===== config.mk =====
export PLATFORM = sky130hd
export DESIGN_NAME = complementary_tilt_filter_flat
export DESIGN_NICKNAME = d
export VERILOG_FILES = /design/src/rtl/ctf_pkg.sv /design/src/rtl/ctf_if.sv /design/src/rtl/ctf_cordic.sv /design/src/rtl/ctf_mul.sv /design/src/rtl/complementary_tilt_filter.sv /design/src/flat_wrapper.sv
export SDC_FILE = /design/constraint.sdc
export NUM_CORES = 2
export LEC_CHECK = 0
export BUFFER_PORTS_ARGS = -buffer_cell sky130_fd_sc_hd__buf_2
export CAP_MARGIN = 15
export CORE_MARGIN = 4
export CORE_UTILIZATION = 30
export CTS_CLUSTER_DIAMETER = 150
export DETAILED_ROUTE_END_ITERATION = 10
export GPL_TIMING_DRIVEN = 1
export PLACE_DENSITY = 0.4
export REMOVE_ABC_BUFFERS = 1
export SYNTH_ARGS = -nofsm -noshare
export SYNTH_HDL_FRONTEND = slang
export SYNTH_HIERARCHICAL = 1
export SYNTH_SLANG_ARGS = --single-unit

===== constraint.sdc =====
create_clock -name i_clk -period 10.7 [get_ports i_clk]
set_input_delay 1.605 -clock i_clk [delete_from_list [all_inputs] [get_ports i_clk]]
set_output_delay 1.605 -clock i_clk [all_outputs]
set_load 0.02 [all_outputs]

===== src/rtl/ctf_pkg.sv =====
// Package for the complementary tilt filter: widths, codes, CORDIC table, helpers.
// No dependencies.
`timescale 1ns / 1ps
package ctf_pkg;

    localparam int CORDIC_STEPS = 16;
    localparam int TAB_DEPTH    = 24;
    localparam int TAB_W        = $clog2(TAB_DEPTH);
    localparam int CW           = 27;   // CORDIC datapath width
    localparam int MUL_A_W      = 17;
    localparam int MUL_B_W      = 34;
    localparam int PROD_W       = MUL_A_W + MUL_B_W;
    localparam int WIDE_W       = 53;
    localparam int CFG_IDX_W    = 1;
    localparam int CFG_DATA_W   = 16;

    localparam logic [CFG_IDX_W-1:0] CFG_ALPHA  = 1'b0;
    localparam logic [CFG_IDX_W-1:0] CFG_PERIOD = 1'b1;

    localparam logic [15:0] ALPHA_RST  = 16'd29789;
    localparam logic [15:0] PERIOD_RST = 16'd328;

    localparam logic signed [CW-1:0] ANG_180   = 27'sd11796480;
    localparam logic signed [31:0]   ANG_90_Q8 = 32'sd23040;

    typedef enum logic [2:0] {
        S_IDLE, S_CORDIC, S_GYRO_MUL, S_GYRO_ACC,
        S_LP_MUL, S_LP_ACC, S_HP_MUL, S_HP_ACC
    } t_state;

    typedef struct packed {
        logic               start;
        logic signed [15:0] y;
        logic signed [15:0] z;
    } t_cordic_req;

    typedef struct packed {
        logic               done;
        logic signed [31:0] angle;
    } t_cordic_rsp;

    function automatic logic signed [CW-1:0] atan_lut(input logic [TAB_W-1:0] i);
        logic signed [CW-1:0] v;
        v = '0;
        case (i)
            5'd0:  v = 27'sd2949120;
            5'd1:  v = 27'sd1740967;
            5'd2:  v = 27'sd919879;
            5'd3:  v = 27'sd466945;
            5'd4:  v = 27'sd234379;
            5'd5:  v = 27'sd117304;
            5'd6:  v = 27'sd58666;
            5'd7:  v = 27'sd29335;
            5'd8:  v = 27'sd14668;
            5'd9:  v = 27'sd7334;
            5'd10: v = 27'sd3667;
            5'd11: v = 27'sd1833;
            5'd12: v = 27'sd917;
            5'd13: v = 27'sd458;
            5'd14: v = 27'sd229;
            5'd15: v = 27'sd115;
            5'd16: v = 27'sd57;
            5'd17: v = 27'sd29;
            5'd18: v = 27'sd14;
            5'd19: v = 27'sd7;
            5'd20: v = 27'sd4;
            5'd21: v = 27'sd2;
            5'd22: v = 27'sd1;
            default: v = '0;
        endcase
        return v;
    endfunction

    function automatic logic signed [31:0] sat32(input logic signed [WIDE_W-1:0] v);
        logic signed [31:0] r;
        if (v > WIDE_W'(signed'(32'sh7fffffff)))
            r = 32'sh7fffffff;
        else if (v < WIDE_W'(signed'(32'sh80000000)))
            r = 32'sh80000000;
        else
            r = v[31:0];
        return r;
    endfunction

endpackage


===== src/rtl/ctf_if.sv =====
// Channel interfaces for the tilt filter: sample input and result output.
// Depends on nothing.
`timescale 1ns / 1ps
interface ctf_in_if;
    logic               valid;
    logic               ready;
    logic signed [15:0] accel_y;
    logic signed [15:0] accel_z;
    logic signed [15:0] gyro_rate;
    modport source (output valid, accel_y, accel_z, gyro_rate, input ready);
    modport sink   (input valid, accel_y, accel_z, gyro_rate, output ready);
endinterface

interface ctf_out_if;
    logic               valid;
    logic               ready;
    logic signed [31:0] accel_angle;
    logic signed [31:0] gyro_angle;
    logic signed [31:0] fused_angle;
    modport source (output valid, accel_angle, gyro_angle, fused_angle, input ready);
    modport sink   (input valid, accel_angle, gyro_angle, fused_angle, output ready);
endinterface


===== src/rtl/ctf_cordic.sv =====
// Iterative vectoring CORDIC: atan2(y, z) minus 90 degrees, 1/256 degree out.
// Depends on ctf_pkg.
`timescale 1ns / 1ps
module ctf_cordic import ctf_pkg::*; (
    input  logic        i_clk,
    input  logic        i_rst_n,
    input  t_cordic_req i_req,
    output t_cordic_rsp o_rsp
);
    logic signed [CW-1:0] r_x, r_w, r_ang;
    logic signed [CW-1:0] n_x, n_w, n_ang;
    logic [TAB_W-1:0]     r_cnt;
    logic                 r_busy, r_done, r_zero;
    logic signed [CW-1:0] x0, w0, rnd;

    always_comb begin
        x0 = CW'(i_req.z) <<< 8;
        w0 = CW'(i_req.y) <<< 8;
        n_ang = '0;
        if (i_req.z < 0) begin
            x0 = -x0;
            w0 = -w0;
            n_ang = (i_req.y >= 0) ? ANG_180 : -ANG_180;
        end
        n_x = x0;
        n_w = w0;
        if (r_busy) begin
            if (r_w > 0) begin
                n_x   = r_x + (r_w >>> r_cnt);
                n_w   = r_w - (r_x >>> r_cnt);
                n_ang = r_ang + atan_lut(r_cnt);
            end else begin
                n_x   = r_x - (r_w >>> r_cnt);
                n_w   = r_w + (r_x >>> r_cnt);
                n_ang = r_ang - atan_lut(r_cnt);
            end
        end
    end

    always_ff @(posedge i_clk) begin
        if (!i_rst_n) begin
            r_busy <= 1'b0;
            r_done <= 1'b0;
            r_cnt  <= '0;
        end else begin
            r_done <= 1'b0;
            if (r_busy) begin
                r_cnt <= r_cnt + 1'b1;
                if (r_cnt == TAB_W'(CORDIC_STEPS - 1)) begin
                    r_busy <= 1'b0;
                    r_done <= 1'b1;
                end
            end else if (i_req.start) begin
                r_busy <= 1'b1;
                r_cnt  <= '0;
            end
        end
    end

    always_ff @(posedge i_clk) begin
        if (r_busy || i_req.start) begin
            r_x   <= n_x;
            r_w   <= n_w;
            r_ang <= n_ang;
        end
        if (!r_busy && i_req.start)
            r_zero <= (i_req.y == 0) && (i_req.z == 0);
    end

    assign rnd = (r_ang + CW'(128)) >>> 8;
    assign o_rsp.done  = r_done;
    assign o_rsp.angle = r_zero ? -ANG_90_Q8 : (32'(rnd) - ANG_90_Q8);
endmodule


===== src/rtl/ctf_mul.sv =====
// Shared signed multiplier with registered product for the gyro and filter steps.
// Depends on ctf_pkg.
`timescale 1ns / 1ps
module ctf_mul import ctf_pkg::*; (
    input  logic                      i_clk,
    input  logic                      i_en,
    input  logic signed [MUL_A_W-1:0] i_a,
    input  logic signed [MUL_B_W-1:0] i_b,
    output logic signed [PROD_W-1:0]  o_prod
);
    logic signed [PROD_W-1:0] r_prod;

    always_ff @(posedge i_clk) begin
        if (i_en)
            r_prod <= PROD_W'(i_a) * PROD_W'(i_b);
    end

    assign o_prod = r_prod;
endmodule


===== src/rtl/complementary_tilt_filter.sv =====
// Complementary tilt filter: one result per sample, 1/256 degree angles.
// Path: the 16 CORDIC steps, then multiply and accumulate for gyro, low-pass and high-pass, then the output register.
// One sample in work at a time: the CORDIC loop and the shared multiplier take no new sample before the last is done.
// Not ready while a sample is in work or a result waits for the output register.
// Sync active-low reset clears filter state, config to defaults, no result pending.
`timescale 1ns / 1ps
module complementary_tilt_filter import ctf_pkg::*; (
    input  logic                  i_clk,
    input  logic                  i_rst_n,
    ctf_in_if.sink                i_sample,
    ctf_out_if.source             o_result,
    input  logic                  i_cfg_we,
    input  logic [CFG_IDX_W-1:0]  i_cfg_idx,
    input  logic [CFG_DATA_W-1:0] i_cfg_data
);
    t_state r_state, n_state;
    logic [15:0] r_alpha, r_period;
    logic signed [31:0] r_gi, r_lp, r_hp_in, r_hp, r_acc;
    logic signed [15:0] r_gr;
    logic r_pend;  // finished result not yet loaded to output
    logic r_ovalid;
    logic signed [31:0] r_o_acc, r_o_gyro, r_o_fused;

    t_cordic_req creq;
    t_cordic_rsp crsp;
    logic mul_en;
    logic signed [MUL_A_W-1:0] mul_a;
    logic signed [MUL_B_W-1:0] mul_b;
    logic signed [PROD_W-1:0]  prod;
    logic signed [WIDE_W-1:0]  p_wide;
    logic in_acc, load_out;

    ctf_cordic u_cordic (.i_clk, .i_rst_n, .i_req(creq), .o_rsp(crsp));
    ctf_mul u_mul (.i_clk, .i_en(mul_en), .i_a(mul_a), .i_b(mul_b), .o_prod(prod));

    assign p_wide = WIDE_W'(prod);
    assign in_acc = i_sample.valid && i_sample.ready;
    assign load_out = r_pend && (!r_ovalid || o_result.ready);

    always_comb begin
        n_state = r_state;
        unique case (r_state)
            S_IDLE:     if (in_acc) n_state = S_CORDIC;
            S_CORDIC:   if (crsp.done) n_state = S_GYRO_MUL;
            S_GYRO_MUL: n_state = S_GYRO_ACC;
            S_GYRO_ACC: n_state = S_LP_MUL;
            S_LP_MUL:   n_state = S_LP_ACC;
            S_LP_ACC:   n_state = S_HP_MUL;
            S_HP_MUL:   n_state = S_HP_ACC;
            S_HP_ACC:   n_state = S_IDLE;
            default:    n_state = S_IDLE;
        endcase
    end

    always_comb begin
        i_sample.ready = (r_state == S_IDLE) && !r_pend;
        creq.start = in_acc;
        creq.y     = i_sample.accel_y;
        creq.z     = i_sample.accel_z;
        mul_en = 1'b0;
        mul_a  = MUL_A_W'({1'b0, r_alpha});
        mul_b  = '0;
        unique case (r_state)
            S_GYRO_MUL: begin
                mul_en = 1'b1;
                mul_a  = MUL_A_W'({1'b0, r_period});
                mul_b  = MUL_B_W'(r_gr);
            end
            S_LP_MUL: begin
                mul_en = 1'b1;
                mul_b  = MUL_B_W'(r_acc) - MUL_B_W'(r_lp);
            end
            S_HP_MUL: begin
                mul_en = 1'b1;
                mul_b  = MUL_B_W'(r_hp) + MUL_B_W'(r_gi) - MUL_B_W'(r_hp_in);
            end
            default: mul_en = 1'b0;
        endcase
    end

    always_ff @(posedge i_clk) begin
        if (!i_rst_n) begin
            r_state  <= S_IDLE;
            r_alpha  <= ALPHA_RST;
            r_period <= PERIOD_RST;
            r_gi     <= '0;
            r_lp     <= '0;
            r_hp_in  <= '0;
            r_hp     <= '0;
            r_pend   <= 1'b0;
            r_ovalid <= 1'b0;
        end else begin
            r_state <= n_state;
            if (i_cfg_we) begin
                unique case (i_cfg_idx)
                    CFG_ALPHA:  r_alpha  <= i_cfg_data;
                    CFG_PERIOD: r_period <= i_cfg_data;
                    default:    r_alpha  <= r_alpha;
                endcase
            end
            if (r_state == S_GYRO_ACC)
                r_gi <= sat32(WIDE_W'(r_gi) + ((p_wide + WIDE_W'(2048)) >>> 12));
            if (r_state == S_LP_ACC)
                r_lp <= sat32(WIDE_W'(r_lp) + ((p_wide + WIDE_W'(16384)) >>> 15));
            if (r_state == S_HP_ACC) begin
                r_hp    <= sat32((p_wide + WIDE_W'(16384)) >>> 15);
                r_hp_in <= r_gi;
                r_pend  <= 1'b1;
            end else if (load_out) begin
                r_pend <= 1'b0;
            end
            if (load_out)
                r_ovalid <= 1'b1;
            else if (o_result.ready)
                r_ovalid <= 1'b0;
        end
    end

    always_ff @(posedge i_clk) begin
        if (in_acc)
            r_gr <= i_sample.gyro_rate;
        if (crsp.done)
            r_acc <= crsp.angle;
        if (load_out) begin
            r_o_acc   <= r_acc;
            r_o_gyro  <= r_gi;
            r_o_fused <= sat32(WIDE_W'(r_lp) + WIDE_W'(r_hp));
        end
    end

    assign o_result.valid       = r_ovalid;
    assign o_result.accel_angle = r_o_acc;
    assign o_result.gyro_angle  = r_o_gyro;
    assign o_result.fused_angle = r_o_fused;
endmodule


===== src/flat_wrapper.sv =====
// flat-port wrapper written by rule: the top's interface ports become plain ports
module complementary_tilt_filter_flat import ctf_pkg::*;
  (i_clk, i_rst_n, i_cfg_we, i_cfg_idx, i_cfg_data, i_sample_valid, i_sample_accel_y, i_sample_accel_z, i_sample_gyro_rate, i_sample_ready, o_result_valid, o_result_accel_angle, o_result_gyro_angle, o_result_fused_angle, o_result_ready);
  ctf_in_if i_sample_i ();
  ctf_out_if o_result_i ();
  input  logic i_clk;
  input  logic i_rst_n;
  input  logic i_cfg_we;
  input  logic [CFG_IDX_W-1:0] i_cfg_idx;
  input  logic [CFG_DATA_W-1:0] i_cfg_data;
  input wire logic [$bits(i_sample_i.valid)-1:0] i_sample_valid;
  input wire logic [$bits(i_sample_i.accel_y)-1:0] i_sample_accel_y;
  input wire logic [$bits(i_sample_i.accel_z)-1:0] i_sample_accel_z;
  input wire logic [$bits(i_sample_i.gyro_rate)-1:0] i_sample_gyro_rate;
  output wire logic [$bits(i_sample_i.ready)-1:0] i_sample_ready;
  output wire logic [$bits(o_result_i.valid)-1:0] o_result_valid;
  output wire logic [$bits(o_result_i.accel_angle)-1:0] o_result_accel_angle;
  output wire logic [$bits(o_result_i.gyro_angle)-1:0] o_result_gyro_angle;
  output wire logic [$bits(o_result_i.fused_angle)-1:0] o_result_fused_angle;
  input wire logic [$bits(o_result_i.ready)-1:0] o_result_ready;
  assign i_sample_i.valid = i_sample_valid;
  assign i_sample_i.accel_y = i_sample_accel_y;
  assign i_sample_i.accel_z = i_sample_accel_z;
  assign i_sample_i.gyro_rate = i_sample_gyro_rate;
  assign i_sample_ready = i_sample_i.ready;
  assign o_result_valid = o_result_i.valid;
  assign o_result_accel_angle = o_result_i.accel_angle;
  assign o_result_gyro_angle = o_result_i.gyro_angle;
  assign o_result_fused_angle = o_result_i.fused_angle;
  assign o_result_i.ready = o_result_ready;
  complementary_tilt_filter u_core (.i_clk(i_clk), .i_rst_n(i_rst_n), .i_sample(i_sample_i), .o_result(o_result_i), .i_cfg_we(i_cfg_we), .i_cfg_idx(i_cfg_idx), .i_cfg_data(i_cfg_data));
endmodule

==> metrics <==
TritonRoute pass-1 iters 5; clock share of power 0.311; WHS around 460 ps; detail-routed via count per cell 5.07; vias post-DR about 47000; GPL Wtd Cong 0.856; flop-to-flop setup slack a little under 700 ps; crit path kind register to register; final WL 202000 um; Rel. slew slack 0.239; io pins around 170; Rows 161; Post CTS Setup Buffer Count 0; CP max stage delay 560 ps; synthesis-to-finish area growth 10.3%; most frequent cells in the layout 890 x inv_1, 740 x nand2_1, 590 x fa_1; sequential share of power 0.299; Final setup viols 0; largest net degree at the start of global routing 57; CTS clock-pin slew for the worst setup and hold paths 60 ps; startpoint types register; commonest non-fill, non-tap cell in the layout inv_1; Iter 0 DRT Violations between 2000 and 3000; initial antenna violation count 5; Power per Cell Area 115 mW/mm^2; Fin Setup TNS 0 ps; vias in the first global route 48800; wire per inst 21.9 um; arrival time worst endpoint 10470 ps; Die Y 449 um; crit end category register; final instance area 0.0643 sq mm; synthesized instance count 6592; RSZ-0062 raised after global routing no; Skew-Pair Late Insertion Delay 720 ps; hold_buf cts 0; R2R Path End u_core/u_mul/o_prod[49]; share of layout cells above drive strength 1 0.0859; die footprint around 0.2 sq mm; HPWL after DPL 160000 um; internal cell power approximately 4.5 mW; slowest stage cell on the critical path fa_1; non-filler cells, final between 9000 and 10000; FILL cells 20100; number of buffers inserted by port buffering 167; DIE WIDTH 449 um; dpl cell area 0.0620 sq mm; Max H-tree Level 3; Sw Ratio 0.386; crit-path most repeated cell fa_1; Final min period ~10000 ps; status finished, final reports clean; Num CTS Buffers 68; Ys Warns 6; Max Buffers Root-to-Sink 3; gr usage total 0.198; remaining global-route overflow 0; Final nets between 7000 and 8000; Fin. Hold Viols 0; Routed Antenna Nets 0; DRC errors left 0; synthesized area per cell 8.84 sq um; worst-path maximum fanout 17; CP Launch Point u_core/r_gi[1]; worst setup path endpoint u_core/u_mul/o_prod[49]; LEAKAGE 28.4 nW; Starting Density 0.302; Worst Path Required 11150 ps; CTS tree built; Inst Count DP 9103; Worst-Margin Slew approximately 1100 ps; switching power approximately 2.8 mW; CTS Sinks 460; Logic pwr share 0.390; Min-Delay Path Class register to register; R2R Path Start u_core/r_gi[1]; Max Slew Vio Count 0; first-pass GRT wire length a little over 300000 um; maximum VDD drop 163 uV; Setup Skew around 40 ps; CTS root buf clkbuf_16; period utilization 0.937; Achievable Freq 0.0997 GHz; Core Box Area 0.193 sq mm; R2R depth 38; number of max-cap violations 0; Mapped Area 0.0583 sq mm
-- area by class of cell --
cell class	count	area, sq um	area share
diodes	4	10.0	0.000156
clock buffers	81	1820	0.0284
clock inverters	45	404	0.00629
inverters	893	3350	0.0522
multi-input cells	4939	41900	0.652
flip-flops and latches	460	11900	0.185
well taps	2526	3160	0.0492
repair buffers	285	1740	0.0270
-- layer usage --
layer,GRT usage,routed length [um],share of wire,vias to the layer above
met5,0,0,0,-
met1,0.260,91100,0.45,23400
met4,0.0471,4890,0.024,0
li1,-,-,-,22400
met3,0.0262,7160,0.035,220
met2,0.346,98900,0.49,839
-- registers in the layout, indices dropped and copies added, names as in the netlist, 16 cells and up, named ones only --
signal / count
u_core/u_mul/o_prod: 40
u_core/r_hp_in: 32
u_core/r_lp: 32
u_core/r_acc: 32
u_core/r_gi: 32
u_core/u_cordic/r_w: 27
u_core/r_alpha: 16
u_core/r_period: 16
u_core/u_cordic/r_x: 27
u_core/r_gr: 16
u_core/o_result.accel_angle: 32
u_core/r_hp: 32
u_core/o_result.gyro_angle: 32
u_core/o_result.fused_angle: 32
u_core/u_cordic/r_ang: 27
-- through the flow --
stage	worst slack (ps)	utilization	power, mW
floorplan	1010	-	4.31
global placement	478	0.322	5.12
detailed placement	473	0.322	5.12
CTS	412	0.333	7.49
global route	106	0.333	7.88
finish	673	0.333	7.37
-- worst max-delay path: cells and delay by family (launching register included) --
kind / cells / cell delay [ps]
compound gates: 16 / 3310
simple gates: 3 / 740
buf+inv: 9 / 870
fa+ha+maj: 9 / 4400
flops: 1 / 340
xor+xnor: 1 / 90
-- power by group through the flow --
| stage | combinational [mW] | sequential [mW] | clock (mW) |
|---|---|---|---|
| finish | 2.87 | 2.21 | 2.29 |
| global route | 3.21 | 2.23 | 2.44 |
| CTS | 2.89 | 2.21 | 2.39 |
| detailed placement | 2.87 | 2.25 | 0 |
| global placement | 2.87 | 2.24 | 0 |
| floorplan | 2.13 | 2.18 | 0 |
-- timing repair --
action | in CTS | in global routing
endpoints found under the hold margin | 0 | 0
endpoints found under the setup margin | 0 | 5
gates resized for setup | 0 | 3
-- worst min path at each step --
stage | startpoint | cells after the start | end | slack [ps]
after CTS | u_core/r_alpha[7] | 2 | u_core/r_alpha[7] | 470
after global routing | u_core/r_period[0] | 2 | u_core/r_period[0] | 480
after floorplan | u_core/r_acc[0] | 0 | u_core/o_result.accel_angle[0] | 430
after global placement | u_core/r_period[3] | 2 | u_core/r_period[3] | 450
final | u_core/r_alpha[7] | 2 | u_core/r_alpha[7] | 460
after detailed placement | u_core/r_alpha[10] | 2 | u_core/r_alpha[10] | 450
Note: power is estimated with default switching activity, not from simulation.
